$ cat src/hdl/fmacl_pkg.sv
// Shared types and constants for the first-match IPv4 access list filter.
// Used by fmacl_rule_ram, fmacl_scan and first_match_ip_access_filter.
package fmacl_pkg;

    localparam int RULE_ENTRIES = 16;
    localparam int IDX_W        = (RULE_ENTRIES > 1) ? $clog2(RULE_ENTRIES) : 1;
    localparam int CNT_W        = $clog2(RULE_ENTRIES + 1);

    localparam logic [1:0] CFG_ENABLED = 2'd0;
    localparam logic [1:0] CFG_DEFAULT = 2'd1;
    localparam logic [1:0] CFG_COUNT   = 2'd2;

    localparam logic OP_CHECK = 1'b0;
    localparam logic OP_WRITE = 1'b1;

    typedef enum logic {
        S_IDLE,
        S_SCAN
    } t_state;

    typedef struct packed {
        logic [31:0] addr;
        logic [31:0] mask;
        logic        permit;
    } t_rule;

    typedef struct packed {
        logic             en;
        logic [IDX_W-1:0] addr;
        t_rule            rule;
    } t_ram_wr;

    typedef struct packed {
        logic       enabled;
        logic       dflt;
        logic [4:0] count;
    } t_cfg;

    typedef struct packed {
        logic       done;
        logic       was_write;
        logic       permitted;
        logic       matched;
        logic [3:0] match_index;
    } t_result;

endpackage

$ cat src/hdl/first_match_ip_access_filter.sv
// First-match IPv4 access list: a rule write needs no scan, its result shows the next cycle.
// A check that scans entries reads one rule per cycle from the table's single read port:
// it stays busy until a rule matches or the last entry in use is read, and the result is
// registered after that decision; disabled list, zero address or empty list skip the scan.
// A new request is taken in the cycle a result shows; the receiver cannot stall.
// Reset clears the configuration registers and control; the rule table stays unwritten.
module first_match_ip_access_filter (
    input  logic        i_clk,
    input  logic        i_rst_n,
    input  logic        i_start,
    output logic        o_busy,
    input  logic        i_operation,
    input  logic [3:0]  i_rule_index,
    input  logic [31:0] i_rule_address,
    input  logic [31:0] i_rule_mask,
    input  logic        i_rule_permit,
    input  logic [31:0] i_ip_address,
    output logic        o_done,
    output logic        o_was_write,
    output logic        o_permitted,
    output logic        o_matched,
    output logic [3:0]  o_match_index,
    input  logic        i_cfg_we,
    input  logic [1:0]  i_cfg_index,
    input  logic [4:0]  i_cfg_data
);

    fmacl_pkg::t_cfg    r_cfg;
    fmacl_pkg::t_ram_wr wr;
    fmacl_pkg::t_rule   rd_rule;
    fmacl_pkg::t_result res;
    logic [fmacl_pkg::IDX_W-1:0] rd_addr;

    always_ff @(posedge i_clk) begin
        if (!i_rst_n) begin
            r_cfg <= '0;
        end else if (i_cfg_we) begin
            case (i_cfg_index)
                fmacl_pkg::CFG_ENABLED: r_cfg.enabled <= i_cfg_data[0];
                fmacl_pkg::CFG_DEFAULT: r_cfg.dflt    <= i_cfg_data[0];
                fmacl_pkg::CFG_COUNT:   r_cfg.count   <= i_cfg_data;
                default: r_cfg <= r_cfg;
            endcase
        end
    end

    fmacl_scan u_scan (
        .i_clk          (i_clk),
        .i_rst_n        (i_rst_n),
        .i_start        (i_start),
        .i_operation    (i_operation),
        .i_rule_index   (i_rule_index),
        .i_rule_address (i_rule_address),
        .i_rule_mask    (i_rule_mask),
        .i_rule_permit  (i_rule_permit),
        .i_ip_address   (i_ip_address),
        .i_cfg          (r_cfg),
        .i_rd_rule      (rd_rule),
        .o_busy         (o_busy),
        .o_wr           (wr),
        .o_rd_addr      (rd_addr),
        .o_res          (res)
    );

    fmacl_rule_ram u_ram (
        .i_clk     (i_clk),
        .i_wr      (wr),
        .i_rd_addr (rd_addr),
        .o_rd_rule (rd_rule)
    );

    assign o_done        = res.done;
    assign o_was_write   = res.was_write;
    assign o_permitted   = res.permitted;
    assign o_matched     = res.matched;
    assign o_match_index = res.match_index;

endmodule

$ cat src/hdl/fmacl_rule_ram.sv
// Rule table: one write port, one registered read port.
// Depends on fmacl_pkg for the rule and write-port types.
module fmacl_rule_ram (
    input  logic                       i_clk,
    input  fmacl_pkg::t_ram_wr         i_wr,
    input  logic [fmacl_pkg::IDX_W-1:0] i_rd_addr,
    output fmacl_pkg::t_rule           o_rd_rule
);

    fmacl_pkg::t_rule r_mem [fmacl_pkg::RULE_ENTRIES];
    fmacl_pkg::t_rule r_rd_rule;

    always_ff @(posedge i_clk) begin
        if (i_wr.en) begin
            r_mem[i_wr.addr] <= i_wr.rule;
        end
        r_rd_rule <= r_mem[i_rd_addr];
    end

    assign o_rd_rule = r_rd_rule;

endmodule

$ cat src/hdl/fmacl_scan.sv
// Request control: rule writes, and the first-match scan over the rule table.
// Depends on fmacl_pkg; drives the ports of fmacl_rule_ram.
module fmacl_scan (
    input  logic                        i_clk,
    input  logic                        i_rst_n,
    input  logic                        i_start,
    input  logic                        i_operation,
    input  logic [3:0]                  i_rule_index,
    input  logic [31:0]                 i_rule_address,
    input  logic [31:0]                 i_rule_mask,
    input  logic                        i_rule_permit,
    input  logic [31:0]                 i_ip_address,
    input  fmacl_pkg::t_cfg             i_cfg,
    input  fmacl_pkg::t_rule            i_rd_rule,
    output logic                        o_busy,
    output fmacl_pkg::t_ram_wr          o_wr,
    output logic [fmacl_pkg::IDX_W-1:0] o_rd_addr,
    output fmacl_pkg::t_result          o_res
);

    localparam int IDX_W = fmacl_pkg::IDX_W;
    localparam int CNT_W = fmacl_pkg::CNT_W;

    fmacl_pkg::t_state  r_state, n_state;
    logic [IDX_W-1:0]   r_idx, n_idx;
    logic [CNT_W-1:0]   r_limit, n_limit;
    logic [31:0]        r_ip, n_ip;
    fmacl_pkg::t_result r_res, n_res;

    logic               accept;
    logic               is_write;
    logic               quick;
    logic               hit;
    logic               last;
    logic [CNT_W-1:0]   limit;
    logic [CNT_W-1:0]   idx_next;

    always_comb begin
        if (32'(i_cfg.count) > 32'(fmacl_pkg::RULE_ENTRIES)) begin
            limit = CNT_W'(fmacl_pkg::RULE_ENTRIES);
        end else begin
            limit = CNT_W'(i_cfg.count);
        end
    end

    assign accept   = i_start && (r_state == fmacl_pkg::S_IDLE);
    assign is_write = (i_operation == fmacl_pkg::OP_WRITE);
    assign quick    = !i_cfg.enabled || (i_ip_address == 32'd0) || (limit == '0);
    assign hit      = ((r_ip & i_rd_rule.mask) == i_rd_rule.addr);
    assign idx_next = CNT_W'(r_idx) + CNT_W'(1);
    assign last     = (idx_next == r_limit);

    always_comb begin
        n_state = r_state;
        case (r_state)
            fmacl_pkg::S_IDLE: begin
                if (accept && !is_write && !quick) begin
                    n_state = fmacl_pkg::S_SCAN;
                end
            end
            fmacl_pkg::S_SCAN: begin
                if (hit || last) begin
                    n_state = fmacl_pkg::S_IDLE;
                end
            end
            default: n_state = fmacl_pkg::S_IDLE;
        endcase
    end

    always_comb begin
        n_idx          = r_idx;
        n_limit        = r_limit;
        n_ip           = r_ip;
        n_res          = '0;
        o_wr.en        = 1'b0;
        o_wr.addr      = IDX_W'(i_rule_index);
        o_wr.rule.addr = i_rule_address;
        o_wr.rule.mask = i_rule_mask;
        o_wr.rule.permit = i_rule_permit;
        o_rd_addr      = '0;
        case (r_state)
            fmacl_pkg::S_IDLE: begin
                if (accept) begin
                    if (is_write) begin
                        o_wr.en         = (32'(i_rule_index) < 32'(fmacl_pkg::RULE_ENTRIES));
                        n_res.done      = 1'b1;
                        n_res.was_write = 1'b1;
                    end else if (quick) begin
                        n_res.done      = 1'b1;
                        n_res.permitted = i_cfg.enabled & i_cfg.dflt;
                    end else begin
                        n_ip    = i_ip_address;
                        n_limit = limit;
                        n_idx   = '0;
                    end
                end
            end
            fmacl_pkg::S_SCAN: begin
                o_rd_addr = r_idx + IDX_W'(1);
                if (hit) begin
                    n_res.done        = 1'b1;
                    n_res.permitted   = i_rd_rule.permit;
                    n_res.matched     = 1'b1;
                    n_res.match_index = 4'(r_idx);
                end else if (last) begin
                    n_res.done      = 1'b1;
                    n_res.permitted = i_cfg.dflt;
                end else begin
                    n_idx = r_idx + IDX_W'(1);
                end
            end
            default: begin
                n_res = '0;
            end
        endcase
    end

    always_ff @(posedge i_clk) begin
        if (!i_rst_n) begin
            r_state    <= fmacl_pkg::S_IDLE;
            r_res.done <= 1'b0;
        end else begin
            r_state    <= n_state;
            r_res.done <= n_res.done;
        end
        r_idx             <= n_idx;
        r_limit           <= n_limit;
        r_ip              <= n_ip;
        r_res.was_write   <= n_res.was_write;
        r_res.permitted   <= n_res.permitted;
        r_res.matched     <= n_res.matched;
        r_res.match_index <= n_res.match_index;
    end

    assign o_busy = (r_state == fmacl_pkg::S_SCAN);
    assign o_res  = r_res;

endmodule
$ cat config.mk
export PLATFORM = sky130hd
export DESIGN_NAME = first_match_ip_access_filter
export DESIGN_NICKNAME = d
export VERILOG_FILES = /design/src/hdl/fmacl_pkg.sv /design/src/hdl/first_match_ip_access_filter.sv /design/src/hdl/fmacl_rule_ram.sv /design/src/hdl/fmacl_scan.sv
export SDC_FILE = /design/constraint.sdc
export NUM_CORES = 1
export LEC_CHECK = 0
export ABC_CLOCK_PERIOD_IN_PS = 13000
export BUFFER_PORTS_ARGS = -buffer_cell sky130_fd_sc_hd__buf_2
export CORE_ASPECT_RATIO = 1.4
export CORE_MARGIN = 3
export CORE_UTILIZATION = 44
export DETAILED_ROUTE_END_ITERATION = 6
export GPL_TIMING_DRIVEN = 0
export PLACE_DENSITY = 0.64
export SETUP_SLACK_MARGIN = 0.4
export SLEW_MARGIN = 20
export SYNTH_ARGS = -nofsm -noshare
export SYNTH_HDL_FRONTEND = slang
export SYNTH_SLANG_ARGS = --single-unit
$ cat constraint.sdc
create_clock -name i_clk -period 13 [get_ports i_clk]
set_input_delay 0.65 -clock i_clk [delete_from_list [all_inputs] [get_ports i_clk]]
set_output_delay 0.65 -clock i_clk [all_outputs]
set_load 0.01 [all_outputs]
# Word level (Yosys, flattened, before mapping)
# Memory sizes are Yosys's and may differ from the RTL's. A register that Yosys moved wholly into a read port is not among the register bits.
# Index checks and enable logic that the tools add are counted.
[word_totals]
regBits = 57
mem_bits_rw = 1040
elab_cells = 78
mem_count = 1
out_inout_bits = 9
[memory_table]
columns = ["name", "depth", "word_bits", "read_ports", "rd_clocked_by_memory_dff", "wr", "line_no", "text"]
rows = [
  ["u_ram.r_mem", 16, 65, 1, 1, 1, "fmacl_rule_ram.sv:10", "fmacl_pkg::t_rule r_mem [fmacl_pkg::RULE_ENTRIES];"],
]
[op_classes]
bitwise = 6
addsub = 2
order_cmp = 1
mux = 28
n_reduce_logical = 19
eq_ne = 9
[ops]
columns = ["cell", "n"]
rows = [
  ["$and 32x32->32", 1],
  ["$eq 32x32->1", 1],
  ["$logic_not 32->1", 1],
  ["$mux 4", 6],
  ["$mux 1", 15],
  ["$mux 5", 2],
  ["$ne 2x2->1 const B", 4],
  ["$pmux 4 s2", 1],
  ["$reduce_and 2->1", 4],
  ["$pmux 1 s2", 3],
  ["$add 4x1->5 const B", 1],
  ["$eq 5x5->1", 1],
  ["$gt 5x5->1 const B", 1],
  ["$logic_not 5->1", 1],
  ["$reduce_and 5->1", 1],
  ["$add 4x1->4 const B", 1],
  ["$not 1->1", 4],
  ["$reduce_and 4->1", 1],
  ["$logic_and 1x1->1", 3],
  ["$logic_not 1->1", 3],
  ["$logic_or 1x1->1", 3],
  ["$mux 3", 1],
  ["$eq 2x1->1 const B", 1],
  ["$eq 2x2->1 const B", 1],
  ["other kinds (4)", 4],
]

# Logic depth before layout (Yosys ltp)
# Gate-level depths: netlist (run 1).
[logic_depth]
word_depth = 8
mapped_depth = 10
mapped_depth_nobuf = 7

# Hierarchy
# From an unflattened synthesis (run 1), not the netlist that was laid out.
[unflattened]
cells_unflattened = 1968
area_unflattened_um2 = 43462.9
[by_module_without_submodules]
columns = ["module", "cells_per_inst", "area_per_inst_um2", "n_inst", "seq_area_each_um2"]
rows = [
  ["fmacl_rule_ram", 1673, 40243.6, 1, 32531.2],
  ["fmacl_scan", 264, 2924.1, 1, 1411.4],
  ["first_match_ip_access_filter", 31, 295.3, 1, 140.1],
]

# Worst setup path after synthesis (run 1)
# Ideal clock, no wire load.
[synth_timing]
path_type = "input to register"
from = "in i_operation"
to = "mem u_ram.r_mem[0][0] in the netlist's numbering, enable pin"
t_required_ns = 12.431
stages = 4
setup_ns = 0.569
slack_ns = 6.572
arrival_ns = 5.859
n_path_buf = 1
cell_sequence = "and3_1 clkbuf_1 or3b_2 nor3_1"
[synth_between]
elab_chain_len = 5
[synth_lines]
columns = ["element", "line_no", "text"]
rows = [
  ["from (decl)", "first_match_ip_access_filter.sv:12", "input logic i_operation,"],
  ["$mux 1", "fmacl_scan.sv:84", "if (is_write) begin"],
  ["$mux 1", "fmacl_scan.sv:83", "if (accept) begin"],
  ["$mux 1", "fmacl_scan.sv:81", "case (r_state)"],
  ["$mux 1", "fmacl_rule_ram.sv:14", "if (i_wr.en) begin"],
  ["$mux 1 (implied by the code)", "fmacl_rule_ram.sv:15", "r_mem[i_wr.addr] <= i_wr.rule;"],
  ["to (decl)", "fmacl_rule_ram.sv:10", ""],
]
# Every way passes these cells.

# Worst setup path in the final report (run 1)
[layout_timing]
from = "reg u_scan.r_idx[0]"
to = "reg u_ram.o_rd_rule[42] (netlist name)"
[layout_between]
elab_chain_len = 2
[layout_lines]
columns = ["element", "line_no", "text"]
rows = [
  ["from (decl)", "fmacl_scan.sv:25", "logic [IDX_W-1:0] r_idx, n_idx;"],
  ["from (signal assigned)", "fmacl_scan.sv:126", "r_idx <= n_idx;"],
  ["$add 4x1->4", "fmacl_scan.sv:99", "o_rd_addr = r_idx + IDX_W'(1);"],
  ["$mux 4", "fmacl_scan.sv:81", ""],
]
# Every way passes these cells.
# A chain may end at the register's enable or synchronous reset.

==> reports/qor.txt, run 1 <==
Worst Slack Setup Final: 9.45 ns
DRC violations left: 0
post-route antenna net violation count: 0
Initial Util: 44.6%
Syn-to-layout area delta: 15.9%
Slew headroom: 33.7%
Design Area, Final: 0.0519 mm^2
crit path max fanout: 10
Final Total Pwr: 7.45 mW
CTS HTree Levels: 3
actual slew at the worst max-slew pin: 0.994 ns
PortBufs: 121
Setup Skew: 0.0264 ns
Post-synth top flop: edfxtp_1
yosys warns: 0
WL final: 118 mm
area of placed instances: 0.0483 mm^2
fill count: 8022
dpl hpwl: 82.8 mm
vias post-DR: 25200
Worst EP required: 13.52 ns
Clock Sinks: 1162
Max Fclk: 282 MHz
Setup-failing EPs final: 0
wire per inst: 27.3 um
1st-iter DRT viols: 2701
Crit-path slowest cell: clkbuf_1
most frequent cells in the layout: edfxtp_1, mux2i_1, nand2_1
Seq/Total Area, Yosys: 76.1%
top-area cell type share of the netlist area: 72.5%
worst hold-check path type: input port to flip-flop
fin crit period: 3.55 ns
CP Cell Sequence: buf_2 -> nand3_1 -> xor2_1 -> nor2_1 -> clkbuf_1 -> clkbuf_1 -> nor3_1 -> a21oi_1
post-synth top area cell: edfxtp_1
maximum VDD drop: 101 uV
Worst path most repeated cell: clkbuf_1
Final Net Count: 3029
CP max stage delay: 0.77 ns
# hold bufs at CTS: 0
antenna violations before repair: 7
commonest non-fill, non-tap cell in the layout: edfxtp_1
Worst Setup Start Kind: flip-flop
setup bufs post-CTS: 0
die width: 276 um
final weighted congestion in routability-driven placement: 0.886
cts repair resizes: 0
Post-synth EDFFs: 1081
Power Density: 144 mW/mm^2
synth top area cells: edfxtp_1, mux2i_1, dfxtp_1
Total GRT Usage: 22.4%
CP top delay family: buffers and inverters
outcome: completed
CTS Buf Count: 103
vias in the first global route: 25800
pre-CTS setup slack: 9.43 ns
Worst Path Class, Setup: flip-flop to flip-flop
Hold WS: 0.202 ns
first-pass GRT wire length: 172 mm
Mapped Cells: 2612
clock latency on the worst-skew pair: 0.71 ns
largest net degree at the start of global routing: 29
CTS Root Cell: clkbuf_16
GRT Residual Overflow: 0
FFs w/ async S/R, synth: 0%
drt first pass iters: 7
height of the die: 383 um
period utilization: 27.3%
layout cells sized above 1: 17.6%
RSZ-0062 raised after global routing: false
Synth Net Count: 2726
Max-Cap Viols: 0
die area: 0.106 mm^2
clock slew at the register clock pins of the worst setup and hold paths: 0.07 ns
Rows: 137
Clock Tree Buf Depth: 3
Critical Path AT: 4.08 ns
final hold violations: 0
Core Box Area: 0.100 mm^2
Cell variety after synth: 46
Syn Std Cell Area: 0.0448 mm^2
Max Slew Vio Count: 0
Buf/Inv on CP: 3
# IOs: 122
Worst Setup End Kind: flip-flop
Seq cells post-synth: 1162
syn avg cell area: 17.1 um^2
TritonCTS clock tree: yes
Pleak: 17.8 nW
Via density: 5.82
setup_tns: 0 ns
power breakdown:
group          total, mW  internal, mW  switching (mW)
registers           4.12          4.11         0.00760
clock network       3.20          1.82            1.38
logic              0.134        0.0341          0.0997
total               7.45          5.96            1.49
through the flow:
stage,util [%],std cells
floorplan,-,2612
global placement,46.9,4053
detailed placement,48.2,4130
CTS,51.7,4325
global route,51.7,4327
finish,51.7,4328
logic make-up (layout without fill, tap and decap cells):
family	Yosys count	in the layout	synth area share (%)
other cells	0	3	0
xor+xnor	6	6	0.117
flops	1162	1162	76.1
compound gates	381	381	6.31
mux	333	333	9.26
fa+ha+maj	1	1	0.0279
buf+inv	165	558	1.92
simple gates	564	564	6.22
layer usage:
metal	track usage, %	routed length, um	share of wire [%]	vias up
met5	0	23	0.019	-
met3	3.65	9370	7.9	212
met2	37.4	58600	50	1151
met4	9.08	4580	3.9	4
li1	-	-	-	11000
met1	29.1	45500	39	12900
flip-flops by register name, summed over array words and instances (netlist names):
register         flops
u_scan.o_res         8
r_cfg                7
u_scan.r_idx         4
u_ram.o_rd_rule     65
u_ram.r_mem       1040
u_scan.o_busy        1
u_scan.r_limit       5
u_scan.r_ip         32
final timing paths:
check                                      start                   to  slack (ns)  cells past startpoint
worst max register to register   u_scan.r_idx[0]  u_ram.o_rd_rule[42]        9.45                      8
worst max-delay path             u_scan.r_idx[0]  u_ram.o_rd_rule[42]        9.45                      8
worst min register to register          r_cfg[0]             r_cfg[0]        0.55                      2
worst min-delay path            i_ip_address[16]      u_scan.r_ip[16]        0.20                      1
Yosys cell counts, types with 7 or more instances:
master / instances
o22a_1: 8
nor3_1: 70
a311oi_1: 131
and3b_1: 8
buf_2: 50
a21o_1: 8
buf_4: 9
nand2_1: 264
edfxtp_1: 1081
dfxtp_1: 81
nor4_1: 8
mux2i_1: 268
clkbuf_1: 83
mux4_2: 65
a21boi_0: 9
nand4_1: 8
a211oi_1: 138
nor2_1: 13
a21oi_1: 81
nand3_1: 10
clkbuf_4: 7
nor2b_1: 145
and3_1: 21
cell type report:
type                       instances  area, um^2  share of cell area (%)
sequential                      1162       34100                    65.7
multi-input combinational       1285        9940                    19.2
clock buffer                     119        2720                    5.25
timing repair buffer             198        1760                    3.40
tap                             1320        1650                    3.18
clock inverter                    76         843                    1.63
buffer                           160         840                    1.62
inverter                           5        18.8                  0.0362
antenna                            3        7.51                  0.0145
No activity file was read; power rests on OpenSTA's default activity.
==> run 2, diff against run 1 <==
- ABC_CLOCK_PERIOD_IN_PS: 13000 -> 3600
- clock period: 13 -> 3.6 ns (I/O delays scaled with it)
==> reports/qor.txt, run 2 (synthesized netlist as in run 1, its figures left out) <==
Worst Setup End Kind: flip-flop
final weighted congestion in routability-driven placement: 0.843
outcome: completed
CTS Root Cell: clkbuf_16
first-pass GRT wire length: 172 mm
largest net degree at the start of global routing: 29
CP top delay family: buffers and inverters
R2R Setup Slk: 0.44 ns
dpl hpwl: 81.1 mm
internal power: 21.5 mW
Rows: 137
Clock Sinks: 1162
# IOs: 122
Hold Crit Start: i_rule_index[3]
1st-iter DRT viols: 2542
crit path launch: u_scan.r_idx[0]
die area: 0.106 mm^2
Worst Setup Start Kind: flip-flop
fill count: 7898
height of the die: 383 um
Pleak: 18.4 nW
Clock Tree Buf Depth: 3
power share of the clock group: 42.7%
CP max stage delay: 0.68 ns
Slew headroom: 26.7%
Largest register FFs: 1040
most frequent cells in the layout: edfxtp_1, mux2i_1, nand2_1
wire per inst: 26.4 um
commonest non-fill, non-tap cell in the layout: edfxtp_1
clock latency on the worst-skew pair: 0.72 ns
pre-CTS setup slack: 0.151 ns
Core Box Area: 0.100 mm^2
FF-to-FF path depth: 8
TritonCTS clock tree: yes
Setup-failing EPs final: 0
PortBufs: 121
CTS Buf Count: 106
Max-Cap Viols: 0
Hold WS: 0.0707 ns
Max Slew Vio Count: 0
Power Density: 506 mW/mm^2
crit path max fanout: 10
NetSw: 5.47 mW
Hold Path Sink: u_ram.r_mem[0][51]
fin crit period: 3.16 ns
Hold Path Cell Cnt: 2
Worst Slack Setup Final: 0.438 ns
DRC violations left: 0
Reg-to-Reg End: u_ram.o_rd_rule[55]
Comb power frac: 2.2%
Total GRT Usage: 22.3%
vias post-DR: 25500
Top reg by flops: u_ram.r_mem
Max Fclk: 316 MHz
register share of total power: 55.2%
clock slew at the register clock pins of the worst setup and hold paths: 0.07 ns
final hold violations: 0
Reg-to-Reg Start: u_scan.r_idx[0]
worst hold-check path type: input port to flip-flop
Initial Util: 44.6%
CP Cell Sequence: buf_2 -> buf_4 -> buf_2 -> buf_1 -> a211oi_1 -> a311oi_1 -> nor3_1 -> a21oi_1
switch share: 20.3%
GRT Residual Overflow: 0
post-route antenna net violation count: 0
maximum VDD drop: 396 uV
drt first pass iters: 6
Worst EP required: 4.16 ns
period utilization: 87.8%
Worst path most repeated cell: buf_2
RSZ-0062 raised after global routing: true
actual slew at the worst max-slew pin: 1.10 ns
Crit-path slowest cell: buf_1
Buf/Inv on CP: 4
Via density: 5.76
Worst Path Class, Setup: flip-flop to flip-flop
Final Net Count: 3135
WL final: 117 mm
CTS HTree Levels: 3
Syn-to-layout area delta: 18.9%
antenna violations before repair: 4
layout cells sized above 1: 17.4%
setup_tns: 0 ns
Setup Skew: 0.0259 ns
die width: 276 um
vias in the first global route: 25800
Critical Path AT: 3.73 ns
## run 2: cell types whose count changed in the layout (fill, tap and decap cells not counted), sizes merged, moves of 2 or more
cell,delta
inv,+8
dlygate4sd3,+112
clkinvlp,-2
clkbuf,+11
bufinv,-7
buf,-10
clkinv,-6
## run 2: power groups by stage
stage          clock (mW)  sequential (mW)  combinational, mW
3_3_place_gp            0             15.2              0.412
6_report             11.5             14.9              0.579
3_5_place_dp            0             15.2              0.475
2_1_floorplan           0             15.2              0.116
5_1_grt              12.2             14.9              0.621
4_1_cts              11.7             14.9              0.577
## run 2: area by class of cell
type | count | area [um^2] | share of cell area (%)
clock buffers | 130 | 2920 | 5.48
diodes | 3 | 7.51 | 0.0141
inverters | 5 | 18.8 | 0.0353
clock inverters | 69 | 678 | 1.27
plain buffers | 160 | 871 | 1.64
multi-input cells | 1285 | 9980 | 18.7
repair buffers | 301 | 3030 | 5.69
well taps | 1320 | 1650 | 3.10
flip-flops and latches | 1162 | 34100 | 64.0
## run 2: timing repair
item,in CTS,in global routing
setup endpoints to repair,24,30
pin swaps,0,1
buffers inserted,0,7
gates resized for setup,12,18
hold buffers,112,0
endpoints found under the hold margin,1091,0
## run 2: metrics by stage
stage               util, %  cell area [um^2]  total power [mW]  std cells
floorplan                 -             44800              15.3       2612
global placement       46.9             47100              15.6       4053
detailed placement     48.3             48400              15.6       4114
CTS                    53.0             53200              27.1       4425
global route           53.1             53200              27.7       4432
finish                 53.1             53200              26.9       4435
## run 2: worst max path at each step
| stage | end | cells past startpoint | slack [ns] |
|---|---|---|---|
| after floorplan | u_ram.r_mem[7][0] | 5 | -0.50 |
| after global placement | u_ram.r_mem[9][27] | 5 | -4.22 |
| after detailed placement | u_ram.o_rd_rule[55] | 8 | 0.15 |
| after CTS | u_ram.o_rd_rule[59] | 7 | 0.38 |
| after global routing | u_ram.o_rd_rule[55] | 8 | 0.36 |
| final | u_ram.o_rd_rule[55] | 8 | 0.44 |
## run 2: metal layers
layer | global-route usage, % | part of all wire (%)
met1 | 29.1 | 39
met2 | 37.8 | 50
met3 | 3.54 | 7.4
met4 | 7.84 | 3.2
met5 | 0 | 0.015
